File: src/sv/epa_pkg.sv
// Shared types and constants for the ephemeral port allocator.
// No dependencies; the front, the back, the top level and the testbench import this package.
package epa_pkg;

  // Operation codes carried in the op field of a request.
  localparam logic [1:0] OP_ALLOC   = 2'd0;
  localparam logic [1:0] OP_MARK    = 2'd1;
  localparam logic [1:0] OP_RELEASE = 2'd2;
  localparam logic [1:0] OP_CLEAR   = 2'd3;

  // Result status codes.
  localparam logic [1:0] ST_OK         = 2'd0;
  localparam logic [1:0] ST_EXHAUSTED  = 2'd1;
  localparam logic [1:0] ST_NOT_IN_USE = 2'd2;

  // Register indexes on the configuration port (byte address 4 * index).
  localparam logic REG_RANGE_START = 1'b0;
  localparam logic REG_RANGE_END   = 1'b1;

  localparam logic [15:0] RANGE_START_RST = 16'd1024;
  localparam logic [16:0] RANGE_END_RST   = 17'd5000;
  localparam logic [7:0]  COUNT_MAX       = 8'd255;

  typedef struct packed {
    logic [1:0]  op;
    logic [15:0] port;
  } req_t;

  typedef struct packed {
    logic [15:0] port_out;
    logic [1:0]  status;
  } rsp_t;

  // Classified command handed from the front to the back.
  typedef struct packed {
    logic [1:0]  op;
    logic        in_range;
    logic [15:0] offset;
  } cmd_t;

  localparam int CMD_W = $bits(cmd_t);
  localparam int RSP_W = $bits(rsp_t);

endpackage

File: src/sv/epa_front.sv
// Front end: classifies an incoming request against the configured range.
// Depends on epa_pkg for the request and command types.
module epa_front (
  input  epa_pkg::req_t  request,
  input  logic [15:0]    range_start,
  input  logic [16:0]    eff_end,
  output epa_pkg::cmd_t  cmd
);
  import epa_pkg::*;

  logic lo_ok;
  logic hi_ok;

  assign lo_ok = (request.port >= range_start);
  assign hi_ok = ({1'b0, request.port} < eff_end);

  always_comb begin
    cmd.op       = request.op;
    cmd.in_range = lo_ok && hi_ok;
    // Offset of the port inside the range; only meaningful when in range.
    cmd.offset   = request.port - range_start;
  end

endmodule

File: config.mk
export PLATFORM = sky130hd
export DESIGN_NAME = epa_front
export DESIGN_NICKNAME = d
export VERILOG_FILES = /design/src/sv/epa_pkg.sv /design/src/sv/epa_front.sv
export SDC_FILE = /design/constraint.sdc
export NUM_CORES = 1
export LEC_CHECK = 0
export BUFFER_PORTS_ARGS = -buffer_cell sky130_fd_sc_hd__clkbuf_2
export CORE_MARGIN = 8
export CORE_UTILIZATION = 35
export DETAILED_ROUTE_END_ITERATION = 6
export PLACE_DENSITY = 0.66
export SYNTH_ARGS = -nofsm -noshare
export SYNTH_HDL_FRONTEND = slang
export SYNTH_SLANG_ARGS = --single-unit
File: constraint.sdc
create_clock -name vclk -period 3.1
set_input_delay 0.62 -clock vclk [all_inputs]
set_output_delay 0.62 -clock vclk [all_outputs]
set_load 0.005 [all_outputs]
Word level (Yosys, flattened, before mapping). Index checks and enable logic that the tools add are counted.

Bits in registers: 0. Bits in latches: 0. Bits in writable memories: 0. ROM bits: 0. Output and inout bits: 19. Logic and storage cells: 4. Memories kept: 0.

Add/sub/neg operators: 1. $mul: 0. Div/mod/pow operators: 0. $lt $le $gt $ge: 2. Equal/unequal tests: 0. Shift operators: 0. Multiplexer cells: 0. Bitwise gates (word level): 0. Reductions and logical operators: 1.

Operator list (number): $lt 16x17->1 (1); $ge 16x16->1 (1); $sub 16x16->16 (1); $logic_and 1x1->1 (1).

Longest topological paths before layout.
Depth in word-level cells: 2. Depth in mapped cells: 9. Gate-level depth less buffers: 9.

Worst setup path before layout. Ideal clock, no wire load.

Path type: input to output. Start point: input request[0] in the netlist's numbering. End point: output cmd[16] in the netlist's numbering. Data arrival time: 2186 ps. Data required time: 2480 ps. Path slack: 294 ps. Stages on the path: 9. Buffers on the path: 0. Cells stage by stage: inv_1 ha_1 fa_1 nand2b_1 a21oi_1 nor3_1 o21bai_2 o21ai_0 a211oi_1.

RTL lines: start: declaration (line epa_front.sv:4) `input epa_pkg::req_t request,`; end: declaration (line epa_front.sv:7) `output epa_pkg::cmd_t cmd`.

==> flow_metrics.py <==
metrics = {
    "synthesis": {
        "yosys.area.top_type": "ha_1",
        "synth.net_count": 267,
        "netlist_instances": 184,
        "synth_common_cells": "inv_1, ha_1, a21oi_1",
        "avgSynthCellArea_sq_um": 6.75,
        "seq_area_frac_synth_pct": 0,
        "netlist.area_leader.share_pct": 31.3,
        "yosysMostFrequentCell": "inv_1",
        "synth_cell_types": 35,
        "synthTopCellsByArea": "ha_1, inv_1, a21oi_1",
        "synth_warnings": 0,
        "netlist_area_sq_um": 1240,
    },
    "placed_design": {
        "place_congestion": 0.818,
        "postPlaceCellArea_sq_um": 1640,
        "hpwl_um": 3240,
        "pre_cts_slack_ps": 16.4,
        "port_buffers": 66,
    },
    "sta": {
        "fin_crit_ps": 2980,
        "layout_setup_ws_ps": 115,
        "slew_headroom_pct": 68.9,
        "setup_violations": 0,
        "period_share_pct": 96.3,
        "worstMarginPinSlew_ps": 454,
        "max_clock_freq_mhz": 335,
        "slew_viol_final": 0,
        "hold_viol": 0,
    },
    "worst_setup_path": {
        "required_ps": 2480,
        "critPathArrivalTime_ps": 2360,
        "critPathCapture": "cmd[16]",
        "startpoint": "request[0]",
        "worstSetupPathType": "primary input to output port",
        "crit_path_start_kind": "primary input",
        "cp_max_fo": 2,
        "end_kind": "output port",
    },
    "grt": {
        "antenna_found_initial": 0,
        "overflow": 0,
        "grt_pass1_wl_um": 5840,
        "track_usage_pct": 12.1,
        "first_global_vias": 1416,
        "grt_max_degree": 8,
    },
    "floorplan": {
        "io-pin-count": 70,
        "start_util_pct": 36.9,
        "fp.dieW_um": 75.6,
        "die_area_sq_um": 5710,
        "row_count": 21,
        "fp.dieH_um": 75.6,
        "coreArea_sq_um": 3360,
    },
    "pwr": {
        "leakage_nw": 1.01,
        "power_density_nw_per_um2": 189,
        "irDropWorstVdd_mv": 0.0740,
        "report.power.total_mw": 0.317,
    },
    "cells_and_area": {
        "clock_buffers": 0,
        "seq_cell_count": 0,
        "finalNetCount": 338,
        "drive_above_1_share_pct": 30.8,
        "areaGrowthSynthToFinish_pct": 34.8,
        "nFillCells": 376,
        "regArea_sq_um": 0,
        "multi_input_area_sq_um": 1100,
        "antenna_cells": 0,
        "stdcell_area_sq_um": 1670,
    },
    "hold_path": {
        "worstHoldPathType": "primary input to output port",
    },
    "drt": {
        "wl_per_cell_um": 11.5,
        "antenna_left": 0,
        "via_per_inst": 4.83,
        "routed-via-count": 1443,
        "route.detailed.drc": 0,
        "drtIter0Drc": 26,
        "firstDrtPassIters": 4,
        "totalWireLength_um": 3450,
    },
    "job": {
        "maxCapViolCount": 0,
    },
    "status": {
        "outcome": "completed",
    },
    "cts": {
        "cts_hold_buf": 0,
    },
}
[stage by stage]
step | hold slack (ps) | setup TNS, ps | std cells | utilization, %
after CTS | 1240 | 0 | 297 | 48.8
after global placement | 1240 | 0 | 297 | 48.8
after detailed placement | 1240 | 0 | 297 | 48.8
final | 1240 | 0 | 299 | 49.7
after floorplan | 1320 | 0 | 184 | -
after global routing | 1240 | -12.3 | 299 | 49.7
[worst min path at each step]
| stage | from | to | slack [ps] | cells past startpoint |
|---|---|---|---|---|
| finish | request[17] | cmd[18] | 1240 | 0 |
| global route | request[17] | cmd[18] | 1240 | 0 |
| CTS | request[16] | cmd[17] | 1240 | 0 |
| detailed placement | request[16] | cmd[17] | 1240 | 0 |
| global placement | request[16] | cmd[17] | 1240 | 0 |
| floorplan | request[16] | cmd[17] | 1320 | 1 |
[timing repair]
action | 4_1_cts | 5_1_grt
gates resized for setup | 0 | 5
endpoints found under the setup margin | 0 | 6
setup buffers | 0 | 2
[placed cells by master, fill, tap and decap left out, types with 3 or more instances in the layout]
master	instances
inv_1	36
nand3_1	4
nand2_1	11
nand2b_1	4
nor3_1	5
a31oi_1	3
nor2_1	16
a21o_1	5
ha_1	31
xor2_1	4
buf_4	5
nor2b_1	3
nand4_1	5
o21ai_0	8
xnor2_1	9
clkbuf_2	65
a21oi_1	17
[kinds of logic (layout without fill, tap and decap cells)]
logic type               Yosys count  in the layout  synth area share [%]
buffers and inverters             39            108                  12.4
XOR/XNOR                          13             13                  9.17
AND/OR/NAND/NOR                   53             53                  20.6
adder cells (fa/ha/maj)           32             32                  32.9
AO/OA/AOI/OAI                     46             46                  24.2
multiplexers                       1              1                 0.806
[critical path: stages]
cell      delay [ps]
clkbuf_2          90
inv_1             40
ha_1             210
fa_2             350
nand2b_4         150
a21oi_2          130
nor3_1            70
o21bai_2         150
o21ai_0          110
a211oi_1         280
clkbuf_2         160
[report_power, final]
part	internal (mW)	leakage (nW)	switching, mW	total [mW]
logic	0.156	1.01	0.161	0.317
registers	0	0	0	0
clock network	0	0	0	0
[final cells by class]
cell class / count / share of cell area (%)
well taps: 46 / 3.44
inverters: 36 / 8.08
multi-input cells: 145 / 65.8
repair buffers: 72 / 22.7
[routing by layer]
layer | GRT usage (%) | share of wire [%] | vias up | wire length (um)
met3 | 1.58 | 8.2 | 0 | 282
met1 | 16.2 | 47 | 628 | 1630
met5 | 0 | 0 | - | 0
met4 | 0.213 | 0 | 0 | 0
li1 | - | - | 779 | -
met2 | 21.0 | 45 | 36 | 1540
No activity file was read; power rests on OpenSTA's default activity.
