[config.mk]
export PLATFORM = sky130hd
export DESIGN_NAME = epa_fifo
export DESIGN_NICKNAME = d
export VERILOG_FILES = /design/src/sv/epa_fifo.sv
export SDC_FILE = /design/constraint.sdc
export NUM_CORES = 1
export LEC_CHECK = 0
export BUFFER_PORTS_ARGS = -buffer_cell sky130_fd_sc_hd__buf_2
export CAP_MARGIN = 10
export CORE_ASPECT_RATIO = 1.1
export CORE_MARGIN = 8
export CORE_UTILIZATION = 30
export DETAILED_ROUTE_END_ITERATION = 8
export GPL_ROUTABILITY_DRIVEN = 0
export HOLD_SLACK_MARGIN = 0.03
export MAX_ROUTING_LAYER = met4
export SLEW_MARGIN = 0
export SYNTH_ARGS = -nofsm -noshare
export SYNTH_HDL_FRONTEND = slang
export SYNTH_SLANG_ARGS = --single-unit
[constraint.sdc]
create_clock -name clk -period 2.3 [get_ports clk]
set_clock_uncertainty 0.15 [all_clocks]
set_input_delay 0.23 -clock clk [delete_from_list [all_inputs] [get_ports clk]]
set_output_delay 0.23 -clock clk [all_outputs]
set_load 0.01 [all_outputs]
[src/sv/epa_fifo.sv]
// Small synchronous queue used between the front and the back and on the result side.
// Depends on nothing; data is an untyped vector of width W.
module epa_fifo #(
  parameter int W     = 8,
  parameter int DEPTH = 2
) (
  input  logic         clk,
  input  logic         rst,
  input  logic         push,
  input  logic [W-1:0] din,
  output logic         full,
  input  logic         pop,
  output logic [W-1:0] dout,
  output logic         empty
);

  localparam int AW = (DEPTH > 1) ? $clog2(DEPTH) : 1;
  localparam int CW = $clog2(DEPTH + 1);
  localparam logic [AW-1:0] LAST  = AW'(DEPTH - 1);
  localparam logic [CW-1:0] DEPTH_C = CW'(DEPTH);

  logic [W-1:0]  data [DEPTH];
  logic [AW-1:0] wr_ptr;
  logic [AW-1:0] rd_ptr;
  logic [CW-1:0] count;
  logic          do_push;
  logic          do_pop;

  assign full    = (count == DEPTH_C);
  assign empty   = (count == '0);
  assign do_push = push && !full;
  assign do_pop  = pop && !empty;
  assign dout    = data[rd_ptr];

  always_ff @(posedge clk) begin
    if (rst) begin
      wr_ptr <= '0;
      rd_ptr <= '0;
      count  <= '0;
    end else begin
      if (do_push) begin
        wr_ptr <= (wr_ptr == LAST) ? '0 : wr_ptr + 1'b1;
      end
      if (do_pop) begin
        rd_ptr <= (rd_ptr == LAST) ? '0 : rd_ptr + 1'b1;
      end
      if (do_push && !do_pop) begin
        count <= count + 1'b1;
      end else if (do_pop && !do_push) begin
        count <= count - 1'b1;
      end
    end
  end

  always_ff @(posedge clk) begin
    if (do_push) begin
      data[wr_ptr] <= din;
    end
  end

endmodule

# After elaboration in Yosys (flattened, before gate mapping)
# Memory sizes are Yosys's and may differ from the RTL's. A register that Yosys moved wholly into a read port is not among the register bits.
# Cells that the tools add are included.
op_classes:
  n_eq_ne: 1
  n_mux: 8
  n_addsub: 4
  n_reduce_logical: 10
ops:
  columns: ["cell", "count"]
  rows:
  - ["$mux 1", 6]
  - ["$logic_and 1x1->1", 4]
  - ["$logic_not 1->1", 4]
  - ["$mux 2", 2]
  - ["$add 1x1->1 const B", 2]
  - ["$add 2x1->2 const B", 1]
  - ["$eq 2x2->1 const B", 1]
  - ["$logic_not 2->1", 1]
  - ["$reduce_bool 2->1", 1]
  - ["$sub 2x1->2 const B", 1]
totals:
  reg_bits: 4
  mem_bits_rw: 16
  n_memories: 1
  elab_cells: 27
  input_bits: 12
memory_table:
  columns: ["memory", "words", "word_bits", "rd", "rd_ports_with_merged_regs", "write_ports", "line", "text"]
  rows:
  - ["data", 2, 8, 1, 1, 1, "22", "logic [W-1:0] data [DEPTH];"]

# Logic depth before layout (Yosys ltp)
# Gate-level depths: netlist of run 1.
depth:
  word_depth: 7
  ltp_mapped: 6
  mapped_depth_nobuf: 6

# Worst setup path before layout of run 1
# No wires, ideal clock.
synth_timing:
  path_kind: "register -> register"
  start: "register count[1]"
  end: "register count[1]"
  setup_time_ps: 70
  path_slack_ps: 658
  stages_incl_launch_ff: 6
  period_less_slack_ps: 1642
  required_time_ps: 2080
  arrival_time_ps: 1422
  path_buffers: 0
  cell_sequence: "dfxtp_1 -> nor2b_2 -> nor2_1 -> ha_1 -> or3_1 -> a21oi_1"
synth_via:
  elab_chain_len: 6
synth_lines:
  columns: ["element", "line", "text"]
  rows:
  - ["from (decl)", "25", "logic [CW-1:0] count;"]
  - ["from (signal assigned)", "48", "count <= count + 1'b1;"]
  - ["from (signal assigned)", "50", "count <= count - 1'b1;"]
  - ["$eq 2x2->1 (*)", "29", "assign full = (count == DEPTH_C);"]
  - ["named net full", "11", "output logic full,"]
  - ["$logic_not 1->1 (*)", "31", "assign do_push = push && !full;"]
  - ["$logic_and 1x1->1 (*)", "31", null]
  - ["$logic_not 1->1", "49", "end else if (do_pop && !do_push) begin"]
  - ["$logic_and 1x1->1", "49", null]
  - ["$reduce_bool 2->1 (no line)", null, null]
# Mark *: on every way through the listed nets, which the timed path passes. The rest lies on a longest branch. The select of a mux whose other input is x is not followed.
# A chain may end at the register's enable or synchronous reset.

==> impl_metrics.csv, run 1 <==
group,metric,value,unit
outcome,run_status,"finished clean",
cells_and_area,net_count_reported_at_finish,97,
sta,slew-limit-headroom,73.83,%
clocking,cts_inserted_buffers,3,
critical_path,critical_path.max_stage_delay,0.57,ns
synthesis,seq_area_frac_synth,73.19,%
critical_path,worst_path_max_delay_cell,"sky130_fd_sc_hd__dfxtp_1",
cells_and_area,fraction_of_final_layout_cells_with_drive_strength_greater_than_1,39.76,%
pwr,power.share.sequential,53.0,%
global_routing,grt_max_degree,12,
detailed_routing,via_count,487,
pwr,pwr_density_cell,960.9,nW/um^2
place,detailedPlace.worstSlack,0.5964,ns
sta,final_period_minus_worst_setup_slack,1.753,ns
cells_and_area,final_antenna_diode_count,0,
detailed_routing,route.detailed.wl_per_inst,12.22,um
sta,timing.fmax,570.5,MHz
pwr,net-switching-power,297.6,uW
critical_path,timing.critical_path.from_type,"register",
sta,unrepaired_setup_endpoints_after_global_routing,"no",
pwr,cell_internal_pwr,710.0,uW
synthesis,netlist-cell-type-count,13,
clocking,ctsHtreeMaxLevel,1,
job,timing.max_cap.violations,0,
synthesis,synth.cells.most_frequent,"sky130_fd_sc_hd__edfxtp_1, sky130_fd_sc_hd__mux2_2, sky130_fd_sc_hd__dfxtp_1, sky130_fd_sc_hd__nor2_1",
cells_and_area,finalCoreUtilization,42.00,%
clocking,max-clock-path-buffers,2,
pwr,clock_power_share,15.9,%
global_routing,grt_antenna_before_repair,0,
place,port_buffers,21,
critical_path,crit_type,"register to output port",
die,pin_count,22,
critical_path,critical_path_cell_by_cell,"mux2_2 -> buf_2",
die,floorplan.die_area,4548,sq um
critical_path,worstSetupEndpointType,"output port",
synthesis,synth_largest_type_area_fraction,60.57,%
global_routing,grt_pass1_wl,2297,um
critical_path,worstPathMaxFanout,8,
synthesis,postSynthNetCount,63,
pwr,power.share.combinational,31.1,%
synthesis,synth_enable_flop_cells,16,
place,placed_cells,101,
sta,final_hold_viol_count,0,
synthesis,synth_area_leader_cell,"sky130_fd_sc_hd__edfxtp_1",
sta,fin_crit_sh,76.21,%
global_routing,first_global_vias,520,
pwr,ir_worst_vdd,0.0005697,V
clocking,cts.clk_slew.worst_paths,0.10,ns
clocking,clock-sinks,21,
die,die-height,69.93,um
sta,totalNegativeSetupSlack,0,ns
cells_and_area,layout-area-overhead-vs-synth,32.18,%
detailed_routing,totalWireLength,1393,um
clocking,clock_latency_on_the_worst_skew_pair,0.28,ns
cells_and_area,fin_cells,114,
synthesis,top_cells_by_area_in_the_synthesized_netlist,"sky130_fd_sc_hd__edfxtp_1, sky130_fd_sc_hd__dfxtp_1, sky130_fd_sc_hd__mux2_2",
synthesis,dominantRegCellSynth,"sky130_fd_sc_hd__edfxtp_1",
die,design.core.area,2496,sq um
synthesis,avgSynthCellArea,15.87,sq um
sta,worst_pin_slew,0.3921,ns
synthesis,synth.most_common_cell,"sky130_fd_sc_hd__edfxtp_1",
sta,layout_setup_ws,0.5472,ns
detailed_routing,drt-pass1-iter-count,4,
synthesis,yosys_register_bits,21,
detailed_routing,detail_route.drc_violations,0,
min_path,hp-class,"input pin to register",
cells_and_area,final_design_area_no_fill,1049,sq um
critical_path,worst_ep_required_time,1.92,ns
global_routing,gr-total-overflow,0,
die,die-width,65.03,um
detailed_routing,detail-route-antenna-nets,0,
synthesis,synthesis.area,793.3,sq um
die,core.rowCount,19,
synthesis,postSynth.asyncResetShare,0,%
place,placed_cell_area,932.1,sq um
sta,final_max_slew_viol_count,0,
place,post-dp-hpwl,1056,um
die,initial_core_util,31.78,%
detailed_routing,via_per_inst,4.272,
clocking,clock-root-buffer,"sky130_fd_sc_hd__clkbuf_4",
pwr,p_leak,0.4156,nW
synthesis,yosys_warnings,0,
clocking,tritoncts,"built",
synthesis,post_synth_inst_count,50,
critical_path,worstPathArrival,1.37,ns
detailed_routing,initialDrtViolationCount,13,
pwr,switching_share,29.54,%
sta,finalSetupViolCount,0,
global_routing,gr-usage-all-layers,6.388,%
-- registers in the layout (all words and copies together) (netlist names), named ones only --
signal	flops
wr_ptr	1
data	16
rd_ptr	1
count	2
-- power by group through the flow --
stage	registers (mW)	clock network (mW)	logic, mW
2_1_floorplan	0.516	0	0.224
3_3_place_gp	0.542	0	0.302
3_5_place_dp	0.545	0	0.305
4_1_cts	0.537	0.172	0.320
5_1_grt	0.542	0.188	0.351
6_report	0.534	0.160	0.313
-- layout make-up --
class	instances	area [sq um]
inverter	2	7.507
clock buffer	4	26.28
fill	236	1448
sequential	21	580.6
timing repair buffer	30	195.2
multi-input combinational	26	200.2
tap	31	38.79
-- metal layers --
| metal | GRT usage [%] | vias up | share of wire [%] |
|---|---|---|---|
| met3 | 2.871 | 0 | 9.8 |
| li1 | - | 248 | - |
| met4 | 1.456 | 0 | 0 |
| met2 | 9.513 | 17 | 45 |
| met5 | - | - | 0 |
| met1 | 7.736 | 222 | 45 |
-- worst paths after layout --
check,cells past startpoint,slack (ns),endpoint,from
setup / recovery,2,0.55,dout[6],register
hold / removal,4,0.17,wr_ptr,push
setup reg to reg,4,0.59,count[1],count[0]
hold reg to reg,2,0.35,wr_ptr,wr_ptr
-- worst max-delay path, delay by kind of cell, from the launching register on --
family                 cells  cell delay, ns
buffers and inverters      1            0.14
multiplexers               1            0.39
flip-flops                 1            0.57
-- through the flow --
step           hold slack, ns  total power [mW]
4_1_cts                0.1536             1.029
3_5_place_dp           0.2730            0.8496
5_1_grt                0.1626             1.081
6_report               0.1675             1.008
2_1_floorplan          0.1491            0.7399
3_3_place_gp           0.2706            0.8433
-- repair_timing --
action / in CTS / in global routing
hold endpoints to repair: 21 / 0
hold buffers: 9 / 0
buffers inserted: 0 / 0
resized for setup: 0 / 0
-- cells by family after synthesis --
group | synth area share [%]
mux | 11.36
simple gates | 5.837
compound gates | 3.154
fa+ha+maj | 1.577
buf+inv | 1.577
flops | 73.19
xor+xnor | 3.313
-- cells in the final DEF (no fill, tap or decap) --
master                           n
sky130_fd_sc_hd__buf_2          21
sky130_fd_sc_hd__edfxtp_1       16
sky130_fd_sc_hd__dlygate4sd3_1   9
sky130_fd_sc_hd__mux2_2          8
sky130_fd_sc_hd__nor2_1          5
sky130_fd_sc_hd__dfxtp_1         5
sky130_fd_sc_hd__o21ai_0         3
sky130_fd_sc_hd__xor2_1          3
sky130_fd_sc_hd__clkbuf_4        3
sky130_fd_sc_hd__inv_1           2
sky130_fd_sc_hd__or3_1           2
sky130_fd_sc_hd__a21oi_1         2
sky130_fd_sc_hd__nor2b_2         1
sky130_fd_sc_hd__and2_1          1
sky130_fd_sc_hd__ha_1            1
sky130_fd_sc_hd__clkbuf_1        1
Power figures use the tool's default switching activity.
==> inputs of run 2 (changes only) <==
==> constraint.sdc (replaced) <==
create_clock -name clk -period 1.7 [get_ports clk]
set_clock_uncertainty 0.15 [all_clocks]
set_input_delay 0.17 -clock clk [delete_from_list [all_inputs] [get_ports clk]]
set_output_delay 0.17 -clock clk [all_outputs]
set_load 0.01 [all_outputs]
==> run 2 against run 1 <==
Cell area is 4.4% higher. Cell count is 0.88% higher. Clock power is 46% higher. Flip-flop and latch count stayed put. Sequential share of layout area is 1.8 points lower. Register-to-register slack worse by 0.50 ns. Worst hold slack worse by 0.068 ns. Count of clock-buffer cells in the layout stayed put. Routed wire length is 7.4% higher. Largest cell class unchanged. Die area stayed put. Sequential power is 40% higher.
==> impl_metrics.csv, run 2 (same netlist as run 1, synthesis figures left out) <==
group,metric,value,unit
outcome,run_status,"finished clean",
pwr,pwr_density_cell,1349,nW/um^2
global_routing,gr_layer_usage_met1,7.524,%
clocking,tritoncts,"built",
global_routing,global_route.peak_usage_layer,"met2",
detailed_routing,totalWireLength,1496,um
place,post-dp-hpwl,1100,um
global_routing,gr-usage-all-layers,7.217,%
detailed_routing,via_per_inst,4.374,
place,detailedPlace.worstSlack,0.004991,ns
cells_and_area,finalCoreUtilization,43.86,%
cells_and_area,final_design_area_no_fill,1095,sq um
detailed_routing,detail-route-antenna-nets,0,
clocking,max-clock-path-buffers,2,
cells_and_area,top_register_by_number_of_flip_flops,"data",
sta,timing.fmax,620.9,MHz
pwr,p_leak,0.4255,nW
sta,finalSetupViolCount,0,
global_routing,first_global_vias,589,
critical_path,timing.critical_path.from_type,"register",
detailed_routing,drt-pass1-iter-count,2,
sta,layout_setup_ws,0.08950,ns
critical_path,worstPathArrival,1.70,ns
cells_and_area,layout-area-overhead-vs-synth,38.01,%
cells_and_area,net_count_reported_at_finish,98,
cells_and_area,final_antenna_diode_count,0,
critical_path,worst_ep_required_time,1.79,ns
sta,slew-limit-headroom,74.50,%
global_routing,grt_pass1_wl,2504,um
sta,fin_crit_sh,94.74,%
sta,unrepaired_setup_endpoints_after_global_routing,"no",
clocking,cts.clk_slew.worst_paths,0.11,ns
detailed_routing,route.detailed.wl_per_inst,13.01,um
sta,totalNegativeSetupSlack,0,ns
die,die-height,69.93,um
detailed_routing,via_count,503,
clocking,clock-sinks,21,
job,timing.max_cap.violations,0,
die,design.core.area,2496,sq um
die,core.rowCount,19,
place,placed_cell_area,939.7,sq um
critical_path,worstSetupEndpointType,"register",
die,floorplan.die_area,4548,sq um
cells_and_area,reg_top3,"data x16, count x2",
die,die-width,65.03,um
die,initial_core_util,31.78,%
critical_path,regToRegSetupSlack,0.09,ns
cells_and_area,largest_register_ff_count,16,
die,pin_count,22,
critical_path,crit_type,"register to register",
detailed_routing,initialDrtViolationCount,9,
cells_and_area,layout.cells.most_common,"sky130_fd_sc_hd__buf_2",
global_routing,grt_max_degree,12,
detailed_routing,detail_route.drc_violations,0,
sta,final_period_minus_worst_setup_slack,1.611,ns
min_path,hp-class,"input pin to register",
place,port_buffers,21,
sta,final_hold_viol_count,0,
clocking,clock_latency_on_the_worst_skew_pair,0.30,ns
global_routing,globalRouteMet3Util,2.871,%
cells_and_area,fraction_of_final_layout_cells_with_drive_strength_greater_than_1,50.00,%
critical_path,worstPathMaxFanout,5,
cells_and_area,fill_cells,237,
sta,final_max_slew_viol_count,0,
cells_and_area,mostFrequentLayoutCells,"sky130_fd_sc_hd__buf_2, sky130_fd_sc_hd__edfxtp_1, sky130_fd_sc_hd__dlygate4sd3_1, sky130_fd_sc_hd__mux2_2, sky130_fd_sc_hd__nor2_1",
sta,worst_pin_slew,0.3826,ns
global_routing,grt_antenna_before_repair,0,
clocking,cts_inserted_buffers,3,
pwr,ir_worst_vdd,0.0006428,V
clocking,clock-root-buffer,"sky130_fd_sc_hd__clkbuf_4",
global_routing,gr-total-overflow,0,
clocking,ctsHtreeMaxLevel,1,
global_routing,grt_util_met2,11.84,%
==> run 2: worst paths after layout <==
| check | startpoint | end | cells after the start |
|---|---|---|---|
| worst max-delay path | count[1] | count[1] | 5 |
| worst min-delay path | push | wr_ptr | 4 |
| worst max register to register | count[1] | count[1] | 5 |
| worst min register to register | wr_ptr | wr_ptr | 2 |
==> run 2: power by group <==
| part | internal [mW] | switching (mW) | total [mW] |
|---|---|---|---|
| registers | 0.666 | 0.0794 | 0.746 |
| clock network | 0.0914 | 0.141 | 0.233 |
| logic | 0.268 | 0.230 | 0.498 |
| total | 1.03 | 0.451 | 1.48 |
==> run 2: through the flow <==
stage | hold WS (ns) | total power, mW | instances
after CTS | 0.08051 | 1.427 | 115
after global placement | 0.2091 | 1.148 | 102
after global routing | 0.1177 | 1.584 | 115
after floorplan | 0.08907 | 1.001 | 50
after detailed placement | 0.2133 | 1.166 | 102
final | 0.09963 | 1.477 | 115
==> run 2: final cells by class <==
type                    instances  area [sq um]  area share [%]
flip-flops and latches         21         586.8           53.60
multi-input cells              26         232.7           21.26
clock buffers                   4         26.28           2.400
inverters                       2         7.507          0.6857
well taps                      31         38.79           3.543
repair buffers                 31         202.7           18.51
==> run 2: critical path: stages (launching register included) <==
cell and delay (ns):
sky130_fd_sc_hd__dfxtp_4 0.37, sky130_fd_sc_hd__nor2b_4 0.13, sky130_fd_sc_hd__nor2_2 0.15, sky130_fd_sc_hd__ha_4 0.23, sky130_fd_sc_hd__or3_4 0.38, sky130_fd_sc_hd__a21oi_2 0.13
==> run 2: what timing repair did <==
action                     in CTS  in global routing
cloned                          0                  0
hold buffers                    9                  0
setup endpoints to repair       9                  1
setup buffers                   0                  0
resized for setup               4                  7
hold endpoints to repair       21                  0
==> run 2: metal layers <==
metal / wire length, um / vias to the layer above
met1: 662 / 232
met3: 127 / 3
met4: 21 / 0
li1: - / 248
met2: 684 / 20
met5: 0 / -
==> inputs of run 3 (changes only) <==
--- a/config.mk
+++ b/config.mk
@@ -7,6 +7,8 @@
 export LEC_CHECK = 0
 export BUFFER_PORTS_ARGS = -buffer_cell sky130_fd_sc_hd__buf_2
 export CAP_MARGIN = 10
+export CELL_PAD_IN_SITES_DETAIL_PLACEMENT = 1
+export CELL_PAD_IN_SITES_GLOBAL_PLACEMENT = 2
 export CORE_ASPECT_RATIO = 1.1
 export CORE_MARGIN = 8
 export CORE_UTILIZATION = 30
@@ -14,6 +16,7 @@
 export GPL_ROUTABILITY_DRIVEN = 0
 export HOLD_SLACK_MARGIN = 0.03
 export MAX_ROUTING_LAYER = met4
+export PLACE_DENSITY_LB_ADDON = 0.1
 export SLEW_MARGIN = 0
 export SYNTH_ARGS = -nofsm -noshare
 export SYNTH_HDL_FRONTEND = slang
==> run 3 against run 2 <==
Cell count rose by 1.7%. Largest power group unchanged. Die area did not move. Sequential power shrank 1%. Critical endpoint unchanged. Combinational power down 3%. Clock power fell by 2%. Via count down 0.40%. Routed wire length rose by 3.0%. Count of clock-buffer cells in the layout stayed put. Critical path type unchanged. Register-to-register slack gained 0.02 ns. Worst hold slack better by 0.016 ns.
==> impl_metrics.csv, run 3 (same netlist as run 1, synthesis figures left out) <==
group,metric,value,unit
clocking,tritoncts,"built",
clocking,clock_latency_on_the_worst_skew_pair,0.29,ns
detailed_routing,met3WireLength,87,um
detailed_routing,route.detailed.wl_per_inst,13.17,um
global_routing,first_global_vias,565,
die,die-width,65.03,um
pwr,power.share.sequential,50.9,%
global_routing,grt_antenna_before_repair,0,
detailed_routing,detail_route.drc_violations,0,
detailed_routing,via_per_inst,4.282,
cells_and_area,net_count_reported_at_finish,100,
sta,final_period_minus_worst_setup_slack,1.587,ns
sta,final_hold_viol_count,0,
cells_and_area,mostFrequentLayoutCells,"sky130_fd_sc_hd__buf_2, sky130_fd_sc_hd__edfxtp_1, sky130_fd_sc_hd__dlygate4sd3_1, sky130_fd_sc_hd__mux2_2, sky130_fd_sc_hd__nor2_1",
pwr,net-switching-power,434.6,uW
detailed_routing,drt-pass1-iter-count,2,
clocking,cts.clk_slew.worst_paths,0.11,ns
detailed_routing,m1_wire_length,665,um
sta,hold-worst-slack,0.1153,ns
clocking,cts_inserted_buffers,3,
global_routing,grt_pass1_wl,2511,um
min_path,hp-class,"input pin to register",
sta,totalNegativeSetupSlack,0,ns
pwr,totalPowerFinal,1.447,mW
pwr,cell_internal_pwr,1.013,mW
detailed_routing,dr_wl_met2,788,um
detailed_routing,totalWireLength,1541,um
place,post-dp-hpwl,1137,um
pwr,ir_worst_vdd,0.0006904,V
sta,final_max_slew_viol_count,0,
die,floorplan.die_area,4548,sq um
clocking,max-clock-path-buffers,2,
outcome,run_status,"finished clean",
cells_and_area,largest_register_ff_count,16,
detailed_routing,highest_signal_layer_in_the_routed_design,"met3",
global_routing,grt_max_degree,12,
pwr,clock_power_share,15.8,%
die,pin_count,22,
critical_path,worstSetupEndpointType,"register",
die,core.rowCount,19,
critical_path,critical_path_cell_by_cell,"nor2b_4 -> nor2_2 -> ha_2 -> or3_1 -> a21oi_2",
critical_path,critical_path.max_stage_delay,0.38,ns
place,detailedPlace.worstSlack,0.01621,ns
clocking,ctsHtreeMaxLevel,1,
die,design.core.area,2496,sq um
detailed_routing,via_count,501,
sta,worst_pin_slew,0.3342,ns
cells_and_area,reg_top3,"data x16, count x2",
sta,unrepaired_setup_endpoints_after_global_routing,"no",
sta,fin_crit_sh,93.35,%
critical_path,worst_ep_required_time,1.78,ns
pwr,p_leak,0.4316,nW
pwr,power.share.combinational,33.3,%
critical_path,largest_delay_contributor_family_on_the_critical_path,"simple AND/OR/NAND/NOR gates",
critical_path,crit_type,"register to register",
global_routing,gr-usage-all-layers,7.155,%
clocking,clock-root-buffer,"sky130_fd_sc_hd__clkbuf_4",
detailed_routing,initialDrtViolationCount,9,
cells_and_area,layout-area-overhead-vs-synth,37.22,%
cells_and_area,layout.cells.most_common,"sky130_fd_sc_hd__buf_2",
critical_path,worst_path_max_delay_cell,"sky130_fd_sc_hd__dfxtp_2",
clocking,clock-sinks,21,
place,port_buffers,21,
die,die-height,69.93,um
critical_path,worstPathMaxFanout,5,
critical_path,worstPathArrival,1.67,ns
sta,finalSetupViolCount,0,
detailed_routing,detail-route-antenna-nets,0,
critical_path,timing.critical_path.from_type,"register",
job,timing.max_cap.violations,0,
critical_path,worstPathBufferInverterCount,0,
sta,slew-limit-headroom,77.69,%
die,initial_core_util,31.78,%
cells_and_area,fraction_of_final_layout_cells_with_drive_strength_greater_than_1,48.84,%
cells_and_area,final_antenna_diode_count,0,
sta,timing.fmax,630.2,MHz
global_routing,gr-total-overflow,0,
cells_and_area,top_register_by_number_of_flip_flops,"data",
pwr,pwr_density_cell,1329,nW/um^2
sta,layout_setup_ws,0.1131,ns
pwr,switching_share,30.03,%
==> run 3: cell count changes in the layout (fill, tap and decap cells not counted) <==
| cell | previous run | this run |
|---|---|---|
| sky130_fd_sc_hd__o21ai_1 | 0 | 1 |
| sky130_fd_sc_hd__or3_4 | 1 | 0 |
| sky130_fd_sc_hd__o21ai_2 | 1 | 0 |
| sky130_fd_sc_hd__dfxtp_4 | 1 | 0 |
| sky130_fd_sc_hd__or3_1 | 1 | 2 |
| sky130_fd_sc_hd__dfxtp_2 | 2 | 3 |
| sky130_fd_sc_hd__ha_2 | 0 | 1 |
| sky130_fd_sc_hd__buf_4 | 1 | 3 |
| sky130_fd_sc_hd__ha_4 | 1 | 0 |
==> run 3: final cells by class <==
type,count,area [sq um]
repair buffers,33,217.7
multi-input cells,26,214.0
well taps,31,38.79
flip-flops and latches,21,584.3
fillers,274,1408
inverters,2,7.507
clock buffers,4,26.28
==> run 3: timing repair <==
item	4_1_cts	5_1_grt
endpoints found under the hold margin	21	0
hold buffers	9	0
pin swaps	0	3
setup endpoints to repair	9	1
buffers inserted	0	1
gates resized for setup	3	5
==> run 3: path summary, 6_finish.rpt <==
kind            start  endpoint  cells after the start  slack (ns)
max reg2reg  count[1]  count[1]                      5        0.11
min reg2reg    wr_ptr    wr_ptr                      2        0.35
min              push    wr_ptr                      4        0.12
max          count[1]  count[1]                      5        0.11
==> run 3: power groups by stage <==
stage               Clock, mW  Combinational (mW)  Sequential (mW)
floorplan                   0               0.303            0.699
global placement            0               0.432            0.735
detailed placement          0               0.431            0.740
CTS                     0.244               0.453            0.735
global route            0.257               0.550            0.751
finish                  0.228               0.483            0.736
==> run 3: routing by layer <==
metal / vias to the layer above / track usage (%)
met3: 0 / 2.552
met5: - / -
li1: 251 / -
met4: 0 / 2.184
met2: 11 / 11.50
met1: 239 / 8.111
==> run 3: metrics by stage <==
step	util (%)	instance area [sq um]	std cells
floorplan	-	793.3	50
global placement	37.94	947.2	103
detailed placement	37.94	947.2	103
CTS	42.76	1067	116
global route	43.61	1089	117
finish	43.61	1089	117
==> run 3: worst register-to-register path, stage by stage (launching register included) <==
cell	delay [ns]
sky130_fd_sc_hd__dfxtp_2	0.38
sky130_fd_sc_hd__nor2b_4	0.18
sky130_fd_sc_hd__nor2_2	0.05
sky130_fd_sc_hd__ha_2	0.28
sky130_fd_sc_hd__or3_1	0.36
sky130_fd_sc_hd__a21oi_2	0.13
